File: src/rhsv_pkg.sv
package rhsv_pkg;

    // Quotient bits produced by the divider chain, one per cell
    localparam int QUO_W = 7;
    // Partial remainder and shifted divisor width
    localparam int REM_W = 16;

    // Sector offsets in degrees
    localparam logic [8:0] HUE_OFS_RED     = 9'd0;
    localparam logic [8:0] HUE_OFS_RED_NEG = 9'd360;
    localparam logic [8:0] HUE_OFS_GREEN   = 9'd120;
    localparam logic [8:0] HUE_OFS_BLUE    = 9'd240;

    // Reciprocal of 510 scaled by 2^24, exact for numerators below 66052
    localparam logic [15:0] RECIP_510   = 16'd32897;
    localparam int          RECIP_SHIFT = 24;

    // One division lane travelling down the chain
    typedef struct packed {
        logic [REM_W-1:0] rem;
        logic [REM_W-1:0] dvs;
        logic [QUO_W-1:0] quo;
    } lane_t;

    // Sideband carried alongside the division lanes
    typedef struct packed {
        logic [8:0] offset;
        logic       neg;
        logic       hue_zero;
        logic       sat_zero;
        logic [6:0] bri;
    } side_t;

endpackage

File: src/rhsv_prep.sv
module rhsv_prep
    import rhsv_pkg::*;
(
    input  logic       aclk,
    input  logic       aresetn,
    input  logic       en,
    input  logic       in_valid,
    input  logic [7:0] red,
    input  logic [7:0] green,
    input  logic [7:0] blue,
    output logic       out_valid,
    output lane_t      out_hue,
    output lane_t      out_sat,
    output side_t      out_side
);

    logic        red_max, green_max;
    logic [7:0]  hi, lo, dlt, mag;
    logic        neg;
    logic [8:0]  ofs;
    logic [15:0] num_h, num_s, num_b;
    logic [31:0] prod_b;
    logic        valid_reg;
    lane_t       hue_reg, sat_reg;
    side_t       side_reg;

    // Max/min selection, red wins ties then green
    always_comb begin
        red_max   = (red >= green) && (red >= blue);
        green_max = !red_max && (green >= blue);
        if (red_max) begin
            hi  = red;
            neg = green < blue;
            mag = neg ? (blue - green) : (green - blue);
            ofs = neg ? HUE_OFS_RED_NEG : HUE_OFS_RED;
        end else if (green_max) begin
            hi  = green;
            neg = blue < red;
            mag = neg ? (red - blue) : (blue - red);
            ofs = HUE_OFS_GREEN;
        end else begin
            hi  = blue;
            neg = red < green;
            mag = neg ? (green - red) : (red - green);
            ofs = HUE_OFS_BLUE;
        end
        lo = red;
        if (green < lo) lo = green;
        if (blue < lo)  lo = blue;
        dlt    = hi - lo;
        num_h  = 16'(mag) * 16'd60;
        num_s  = 16'(hi) * 16'd201 - 16'(lo) * 16'd200;
        num_b  = 16'(hi) * 16'd200 + 16'd255;
        prod_b = 32'(num_b) * 32'(RECIP_510);
    end

    always_ff @(posedge aclk) begin
        if (!aresetn) begin
            valid_reg <= 1'b0;
        end else if (en) begin
            valid_reg <= in_valid;
        end
    end

    always_ff @(posedge aclk) begin
        if (en) begin
            hue_reg.rem <= num_h;
            hue_reg.dvs <= {2'b00, dlt, 6'b000000};
            hue_reg.quo <= '0;
            sat_reg.rem <= num_s;
            sat_reg.dvs <= {1'b0, hi, 7'b0000000};
            sat_reg.quo <= '0;
            side_reg.offset   <= ofs;
            side_reg.neg      <= neg;
            side_reg.hue_zero <= (dlt == 8'd0);
            side_reg.sat_zero <= (hi == 8'd0);
            side_reg.bri      <= prod_b[RECIP_SHIFT+6:RECIP_SHIFT];
        end
    end

    assign out_valid = valid_reg;
    assign out_hue   = hue_reg;
    assign out_sat   = sat_reg;
    assign out_side  = side_reg;

endmodule

File: src/rhsv_cell.sv
module rhsv_cell
    import rhsv_pkg::*;
(
    input  logic  aclk,
    input  logic  aresetn,
    input  logic  en,
    input  logic  in_valid,
    input  lane_t in_hue,
    input  lane_t in_sat,
    input  side_t in_side,
    output logic  out_valid,
    output lane_t out_hue,
    output lane_t out_sat,
    output side_t out_side
);

    logic  valid_reg;
    lane_t hue_reg, sat_reg, hue_next, sat_next;
    side_t side_reg;

    // One restoring step on a lane: compare, subtract, shift divisor down
    function automatic lane_t div_step(input lane_t l);
        lane_t o;
        logic  ge;
        ge    = l.rem >= l.dvs;
        o.rem = ge ? (l.rem - l.dvs) : l.rem;
        o.dvs = l.dvs >> 1;
        o.quo = {l.quo[QUO_W-2:0], ge};
        return o;
    endfunction

    always_comb begin
        hue_next = div_step(in_hue);
        sat_next = div_step(in_sat);
    end

    always_ff @(posedge aclk) begin
        if (!aresetn) begin
            valid_reg <= 1'b0;
        end else if (en) begin
            valid_reg <= in_valid;
        end
    end

    always_ff @(posedge aclk) begin
        if (en) begin
            hue_reg  <= hue_next;
            sat_reg  <= sat_next;
            side_reg <= in_side;
        end
    end

    assign out_valid = valid_reg;
    assign out_hue   = hue_reg;
    assign out_sat   = sat_reg;
    assign out_side  = side_reg;

endmodule

File: src/rgb_to_hsv_pixel.sv
// Pipeline: input transfer to result valid passes through 1 prepare stage,
// 7 divider cells and 1 output register; the cell count is set by the 7
// quotient bits of the hue and saturation divisions.
// Throughput: one pixel per cycle; the whole chain stalls only while the
// output register holds a result that is not taken.
// Reset: synchronous active-low aresetn clears every stage valid bit.
module rgb_to_hsv_pixel
    import rhsv_pkg::*;
(
    input  logic       aclk,
    input  logic       aresetn,
    input  logic       s_valid,
    output logic       s_ready,
    input  logic [7:0] s_red,
    input  logic [7:0] s_green,
    input  logic [7:0] s_blue,
    output logic       m_valid,
    input  logic       m_ready,
    output logic [8:0] m_hue,
    output logic [6:0] m_saturation,
    output logic [6:0] m_brightness
);

    logic  en;
    logic  vld  [QUO_W+1];
    lane_t hue_l[QUO_W+1];
    lane_t sat_l[QUO_W+1];
    side_t side_l[QUO_W+1];
    logic  [8:0] hue_next;
    logic  [6:0] sat_next;
    logic        valid_reg;
    logic  [8:0] hue_reg;
    logic  [6:0] sat_reg, bri_reg;

    // Chain advances whenever the output register is free or being drained
    assign en      = !valid_reg || m_ready;
    assign s_ready = en;

    rhsv_prep u_prep (
        .aclk      (aclk),
        .aresetn   (aresetn),
        .en        (en),
        .in_valid  (s_valid),
        .red       (s_red),
        .green     (s_green),
        .blue      (s_blue),
        .out_valid (vld[0]),
        .out_hue   (hue_l[0]),
        .out_sat   (sat_l[0]),
        .out_side  (side_l[0])
    );

    // Divider chain, one quotient bit per cell
    for (genvar i = 0; i < QUO_W; i++) begin : g_cell
        rhsv_cell u_cell (
            .aclk      (aclk),
            .aresetn   (aresetn),
            .en        (en),
            .in_valid  (vld[i]),
            .in_hue    (hue_l[i]),
            .in_sat    (sat_l[i]),
            .in_side   (side_l[i]),
            .out_valid (vld[i+1]),
            .out_hue   (hue_l[i+1]),
            .out_sat   (sat_l[i+1]),
            .out_side  (side_l[i+1])
        );
    end

    // Apply sector offset and sign; hue forced to zero for grey, saturation for black
    always_comb begin
        if (side_l[QUO_W].hue_zero) begin
            hue_next = 9'd0;
        end else if (side_l[QUO_W].neg) begin
            hue_next = side_l[QUO_W].offset - 9'(hue_l[QUO_W].quo);
        end else begin
            hue_next = side_l[QUO_W].offset + 9'(hue_l[QUO_W].quo);
        end
        sat_next = side_l[QUO_W].sat_zero ? 7'd0 : sat_l[QUO_W].quo;
    end

    always_ff @(posedge aclk) begin
        if (!aresetn) begin
            valid_reg <= 1'b0;
        end else if (en) begin
            valid_reg <= vld[QUO_W];
        end
    end

    always_ff @(posedge aclk) begin
        if (en) begin
            hue_reg <= hue_next;
            sat_reg <= sat_next;
            bri_reg <= side_l[QUO_W].bri;
        end
    end

    assign m_valid      = valid_reg;
    assign m_hue        = hue_reg;
    assign m_saturation = sat_reg;
    assign m_brightness = bri_reg;

    // Checks
    a_hold: assert property (@(posedge aclk) disable iff (!aresetn)
        m_valid && !m_ready |=> m_valid && $stable(m_hue))
        else $error("result dropped or changed while stalled");
    a_ready: assert property (@(posedge aclk) disable iff (!aresetn)
        s_ready == (!m_valid || m_ready))
        else $error("input ready does not follow output drain");
    a_hue: assert property (@(posedge aclk) disable iff (!aresetn)
        m_valid |-> m_hue <= 9'd360)
        else $error("hue out of range");
    a_pct: assert property (@(posedge aclk) disable iff (!aresetn)
        m_valid |-> (m_saturation <= 7'd100) && (m_brightness <= 7'd100))
        else $error("percentage out of range");

endmodule
File: config.mk
export PLATFORM = sky130hd
export DESIGN_NAME = rgb_to_hsv_pixel
export DESIGN_NICKNAME = d
export VERILOG_FILES = /design/src/rhsv_pkg.sv /design/src/rhsv_prep.sv /design/src/rhsv_cell.sv /design/src/rgb_to_hsv_pixel.sv
export SDC_FILE = /design/constraint.sdc
export NUM_CORES = 1
export LEC_CHECK = 0
export BUFFER_PORTS_ARGS = -buffer_cell sky130_fd_sc_hd__buf_2
export CAP_MARGIN = 5
export CELL_PAD_IN_SITES_DETAIL_PLACEMENT = 1
export CELL_PAD_IN_SITES_GLOBAL_PLACEMENT = 1
export CORE_MARGIN = 8
export CORE_UTILIZATION = 30
export DETAILED_ROUTE_END_ITERATION = 10
export PLACE_DENSITY = 0.55
export SYNTH_ARGS = -nofsm -noshare
export SYNTH_HDL_FRONTEND = slang
export SYNTH_SLANG_ARGS = --single-unit
File: constraint.sdc
create_clock -name aclk -period 18.3 [get_ports aclk]
set_clock_uncertainty 0.15 [all_clocks]
set_input_delay 1.83 -clock aclk [delete_from_list [all_inputs] [get_ports aclk]]
set_output_delay 1.83 -clock aclk [all_outputs]
set_load 0.05 [all_outputs]
======== Word-level counts from Yosys, hierarchy flattened ========
Index checks and enable logic that the tools add are counted.
cells by class
  mux-type cells .......................... 27
  eq/ne operators ......................... 0
  reduce and logical (&&, ||, !) cells .... 7
  shifts and indexed selects .............. 0
  div/mod/pow operators ................... 0
  $mul .................................... 5
  magnitude comparators ................... 22
  bitwise gates (word level) .............. 0
  $add $sub $neg .......................... 23
operators with widths
  cell                                                                    count
  16-bit two-way mux                                                      11
  8-bit two-way mux                                                       10
  8-bit subtractor                                                        7
  8-bit less-than comparator                                              5
  16-bit by 10-bit greater-or-equal comparator with 1-bit output          2
  16-bit by 11-bit greater-or-equal comparator with 1-bit output          2
  16-bit by 12-bit greater-or-equal comparator with 1-bit output          2
  16-bit by 13-bit greater-or-equal comparator with 1-bit output          2
  16-bit by 9-bit greater-or-equal comparator with 1-bit output           2
  16-bit by 10-bit subtractor with 16-bit output                          2
  16-bit by 11-bit subtractor with 16-bit output                          2
  16-bit by 12-bit subtractor with 16-bit output                          2
  16-bit by 13-bit subtractor with 16-bit output                          2
  16-bit by 16-bit multiplier with 31-bit output (second input constant)  1
  9-bit two-way mux                                                       3
  8-bit by 5-bit multiplier with 13-bit output (second input constant)    2
  8-bit greater-or-equal comparator                                       3
  16-bit by 8-bit adder with 16-bit output (second input constant)        1
  16-bit by 14-bit greater-or-equal comparator with 1-bit output          1
  16-bit by 15-bit greater-or-equal comparator with 1-bit output          1
  16-bit by 8-bit greater-or-equal comparator with 1-bit output           1
  8-bit zero test                                                         2
  8-bit by 8-bit multiplier with 16-bit output (second input constant)    1
  16-bit by 14-bit subtractor with 16-bit output                          1
  13 further kinds                                                        16
word-level totals
  register bits ........................... 571
  memories ................................ 0
  bits in writable memories ............... 0
  bits in latches ......................... 0
  input bits .............................. 28
  bits in read-only memories .............. 0
  logic and storage cells ................. 179
  output and inout port bits .............. 25

======== Longest topological paths before layout ========
  depth in word-level cells ............... 9
  depth in mapped cells ................... 42
  gate-level depth less buffers ........... 41

======== Modules after synthesis ========
A second synthesis with hierarchy kept.
unflattened totals
  cell total of the unflattened synthesis .. 4157
  area, all modules ....................... 47461.8 um^2
modules (own cells, without submodules)
  module                            instances  sequential area each (um^2)  cells each  area an instance (um^2)
  rhsv_cell (g_cell[4].u_cell ...)  3          2872.8                       442         5222.5
  rhsv_cell (g_cell[1].u_cell ...)  3          2872.8                       426         5206.2
  rhsv_prep                         1          1701.6                       1026        9670.5
  rhsv_cell (g_cell[0].u_cell)      1          2872.8                       419         5201.2
  rgb_to_hsv_pixel                  1          710.7                        108         1303.8

======== Worst setup path after synthesis ========
OpenSTA, ideal clock, no wires.
  kind .................................... input-to-reg
  start point ............................. in m_ready
  end point ............................... reg g_cell[0].u_cell.hue_reg, in the netlist g_cell[0].u_cell.out_hue[0], enable pin
  data required time ...................... 14.032 ns
  setup time .............................. 4.118 ns
  buffers on the path ..................... 1
  arrival ................................. 11.660 ns
  stages .................................. 3
  slack ................................... 2.372 ns
  cell sequence ........................... nor2b_1 clkbuf_1 clkinv_1
on the way
  longest elaborated chain between the ends .. 1
RTL lines
  element                 line                    source
  start: declaration      rgb_to_hsv_pixel.sv:18  input logic m_ready,
  1-bit logical OR        rgb_to_hsv_pixel.sv:36  assign en = !valid_reg || m_ready;
  via s_ready             rgb_to_hsv_pixel.sv:13  output logic s_ready,
  end signal: assignment  rhsv_cell.sv:47         hue_reg <= hue_next;
  end: declaration        rhsv_cell.sv:18         lane_t hue_reg, sat_reg, hue_next, sat_next;
The timed path passes the listed nets, and every way through them passes these cells.
A chain may end at the register's enable or synchronous reset.

======== Worst setup path after layout ========
  start point ............................. in s_red[1]
  end point ............................... reg u_prep.side_reg, in the netlist u_prep.out_side[2], data pin
on the way
  longest elaborated chain between the ends .. 9
  elaborated cells between the ends (all ways) .. 10
  classes of those cells .................. add/sub: 1; mul: 2; order compare: 2; mux: 2; reduce/logical: 3
RTL lines
  element                                             line                    source
  start: declaration                                  rgb_to_hsv_pixel.sv:14  input logic [7:0] s_red,
  8-bit greater-or-equal comparator                   rhsv_prep.sv:29         red_max = (red >= green) && (red >= blue);
  1-bit logical AND                                   rhsv_prep.sv:29
  1-bit zero test                                     rhsv_prep.sv:30         green_max = !red_max && (green >= blue);
  1-bit logical AND                                   rhsv_prep.sv:30
  8-bit two-way mux                                   rhsv_prep.sv:36         end else if (green_max) begin
  8-bit two-way mux (*)                               rhsv_prep.sv:31         if (red_max) begin
  via u_prep.hi[1]                                    rhsv_prep.sv:18         logic [7:0] hi, lo, dlt, mag;
  8-bit by 5-bit multiplier with 13-bit output (*)    rhsv_prep.sv:53         num_b = 16'(hi) * 16'd200 + 16'd255;
  16-bit by 8-bit adder with 16-bit output (*)        rhsv_prep.sv:53
  16-bit by 16-bit multiplier with 31-bit output (*)  rhsv_prep.sv:54         prod_b = 32'(num_b) * 32'(RECIP_510);
  via u_prep.prod_b[26]                               rhsv_prep.sv:22         logic [31:0] prod_b;
  end: declaration                                    rhsv_prep.sv:25         side_t side_reg;
The timed path passes the listed nets; every way through them passes the cells marked *.

==> flow_summary.json <==
{
  "status": "complete, no violations",
  "worstPathArrival_ps": 11680,
  "antenna_found_initial": 0,
  "cp-end-kind": "register",
  "portBuffers": 52,
  "hp-class": "reg2reg",
  "multiInputGateArea_sq_mm": 0.0135,
  "synth_fp_nets": 2978,
  "post-cts-setup-buffers": 0,
  "worstHoldStart": "g_cell[0].u_cell.out_side[14]",
  "post_cts_resized": 0,
  "worstSetupStartpointType": "input port",
  "cap_viol_max_count": 0,
  "clk_pin_slew_ps": 60,
  "ys_warn_count": 0,
  "first_pass_iters": 5,
  "rsz0062_at_grt": "no",
  "timing.fmax_ghz": 0.0870,
  "synthFlopType": "edfxtp_1",
  "cp_max_fo": 35,
  "yosysSeqAreaShare_pct": 50.6,
  "area_growth_pct": 12.6,
  "fillers": 10808,
  "hold_path_depth": 0,
  "nNetsFinal": 3068,
  "maxSlewViolCount": 0,
  "dieArea_sq_mm": 0.110,
  "cts_tree": "yes",
  "cpPeakStageDelay_ps": 750,
  "insertion_delay_ps": 590,
  "gr-usage-all-layers_pct": 11.4,
  "worstRegToRegCells": 5,
  "dieWidth_um": 332,
  "fin_crit_ps": 11500,
  "ctsHoldBuffers": 0,
  "start_util_pct": 30.1,
  "setup_viol": 0,
  "wirelength_um": 64700,
  "grt_max_degree": 210,
  "final_util_pct": 33.9,
  "synth_top_area_cell": "edfxtp_1",
  "drt_iter0_markers": 747,
  "regArea_sq_mm": 0.0152,
  "finalHoldViolations": 0,
  "gp_congestion": 0.889,
  "syn_area_per_cell_sq_um": 11.7,
  "yosys.area.top_type_share_pct": 50.0,
  "vias": 18673,
  "r2r_start": "m_valid",
  "synthTopCellsByArea": "edfxtp_1 50%, ha_1 14%, inv_1 4.0%",
  "place_area_sq_mm": 0.0318,
  "grt_pass1_wl_um": 105000,
  "cts_root_buffer": "clkbuf_16",
  "dieHeight_um": 332,
  "wl_per_cell_um": 16.2,
  "numClockSinks": 508,
  "cts_buffers": 56,
  "synth_edf_count": 499,
  "r2r_end": "u_prep.out_side[6]",
  "drtAntennaViolNets": 0,
  "grt-ovfl-total": 0,
  "rows": 116,
  "regToRegSetupSlack_ps": 14210,
  "ys_types": 96,
  "holdPathEnd": "g_cell[1].u_cell.out_side[14]",
  "worstMarginPinSlew_ps": 1160,
  "required_ps": 18480,
  "hpwl_um": 49800,
  "slowest_stage": "nor2_4",
  "synth_most_common_cell": "edfxtp_1",
  "synth_commonest_cells": "499 x edfxtp_1, 345 x ha_1, 318 x inv_1",
  "syn_inst": 2552,
  "stdcell_area_sq_mm": 0.0337,
  "grt_pass1_vias": 20388,
  "drive_gt1_share_pct": 8.11,
  "critPathKind": "in2reg",
  "syn-cell-area_sq_mm": 0.0300,
  "tns_ps": 0,
  "async_flop_share_pct": 0,
  "drc": 0,
  "ioPinCount": 53,
  "crit_path_frequent_cell": "ha_1",
  "htreeDepth": 2,
  "synth_seq_cells": 508,
  "viasPerCell": 4.68,
  "clock_path_buffers": 3,
  "slew_headroom_pct": 22.6,
  "antenna_cells": 0,
  "coreArea_sq_mm": 0.0996,
  "fin_crit_sh_pct": 62.8
}
==> layout by cell type (no fill, tap or decap), types with 32 or more instances in the layout <==
master,n
xor2_1,59
nand2b_1,33
nand3_1,37
xnor2_1,112
edfxtp_1,499
clkbuf_16,56
o21ai_0,109
nand2_1,128
a21o_1,60
inv_1,318
nor2_1,150
nor3_1,32
ha_1,345
a21oi_1,179
buf_2,52
fa_1,53
nor2b_1,52
==> worst max-delay path by stage <==
stage,from,endpoint,cells after the start
finish,s_red[1],u_prep.out_side[2],37
global route,s_red[1],u_prep.out_side[2],37
CTS,s_red[1],u_prep.out_side[2],37
detailed placement,s_red[1],u_prep.out_side[2],37
global placement,s_red[1],u_prep.out_side[2],37
floorplan,m_ready,g_cell[0].u_cell.out_hue[0],3
==> stage by stage <==
step	hold slack, ps	std cells	setup slack (ps)
after floorplan	250	2552	2370
final	256	3987	6800
after detailed placement	255	3882	5920
after CTS	250	3987	6540
after global routing	266	3987	5950
after global placement	251	3882	6110
==> area by class of cell <==
| class | count | share of cell area [%] |
|---|---|---|
| sequential | 508 | 44.9 |
| clock inverter | 40 | 1.39 |
| timing repair buffer | 66 | 1.12 |
| multi-input combinational | 1688 | 39.9 |
| tap | 1298 | 4.81 |
| clock buffer | 65 | 4.25 |
| inverter | 322 | 3.60 |
==> cells by family (layout without fill, tap and decap cells) <==
group	after synthesis	after routing	share of synthesized area (%)
AOI/OAI and AO/OA	519	519	11.0
muxes	44	44	1.55
and+or+nand+nor	553	553	9.29
xor gates and xnor gates	173	173	5.11
DFF	508	508	50.6
buffers and inverters	356	493	4.50
adders and majority gates	399	399	18.0
==> sequential cells by signal (all words and copies together) (netlist names) <==
name,flops
u_prep.out_hue,20
u_prep.out_sat,21
m_saturation,7
g_cell.u_cell.out_hue,160
m_hue,9
g_cell.u_cell.out_side,105
m_brightness,7
g_cell.u_cell.out_valid,7
u_prep.out_side,15
g_cell.u_cell.out_sat,155
m_valid,1
u_prep.out_valid,1
==> layer usage <==
layer / track usage [%] / part of all wire, %
met5: 0 / 0
met4: 2.99 / 2.3
met3: 1.56 / 2.5
met2: 20.9 / 50
met1: 13.9 / 45
==> worst max-delay path: cells and delay by family <==
kind / cells / cell delay, ps
and+or+nand+nor: 6 / 1610
adders and majority gates: 10 / 3150
AOI/OAI and AO/OA: 14 / 3700
xor gates and xnor gates: 2 / 580
buffers and inverters: 5 / 820
Power is left out: the tool's default activity adds up to more than one toggle a clock period on the data nets, which glitch-free logic cannot reach.
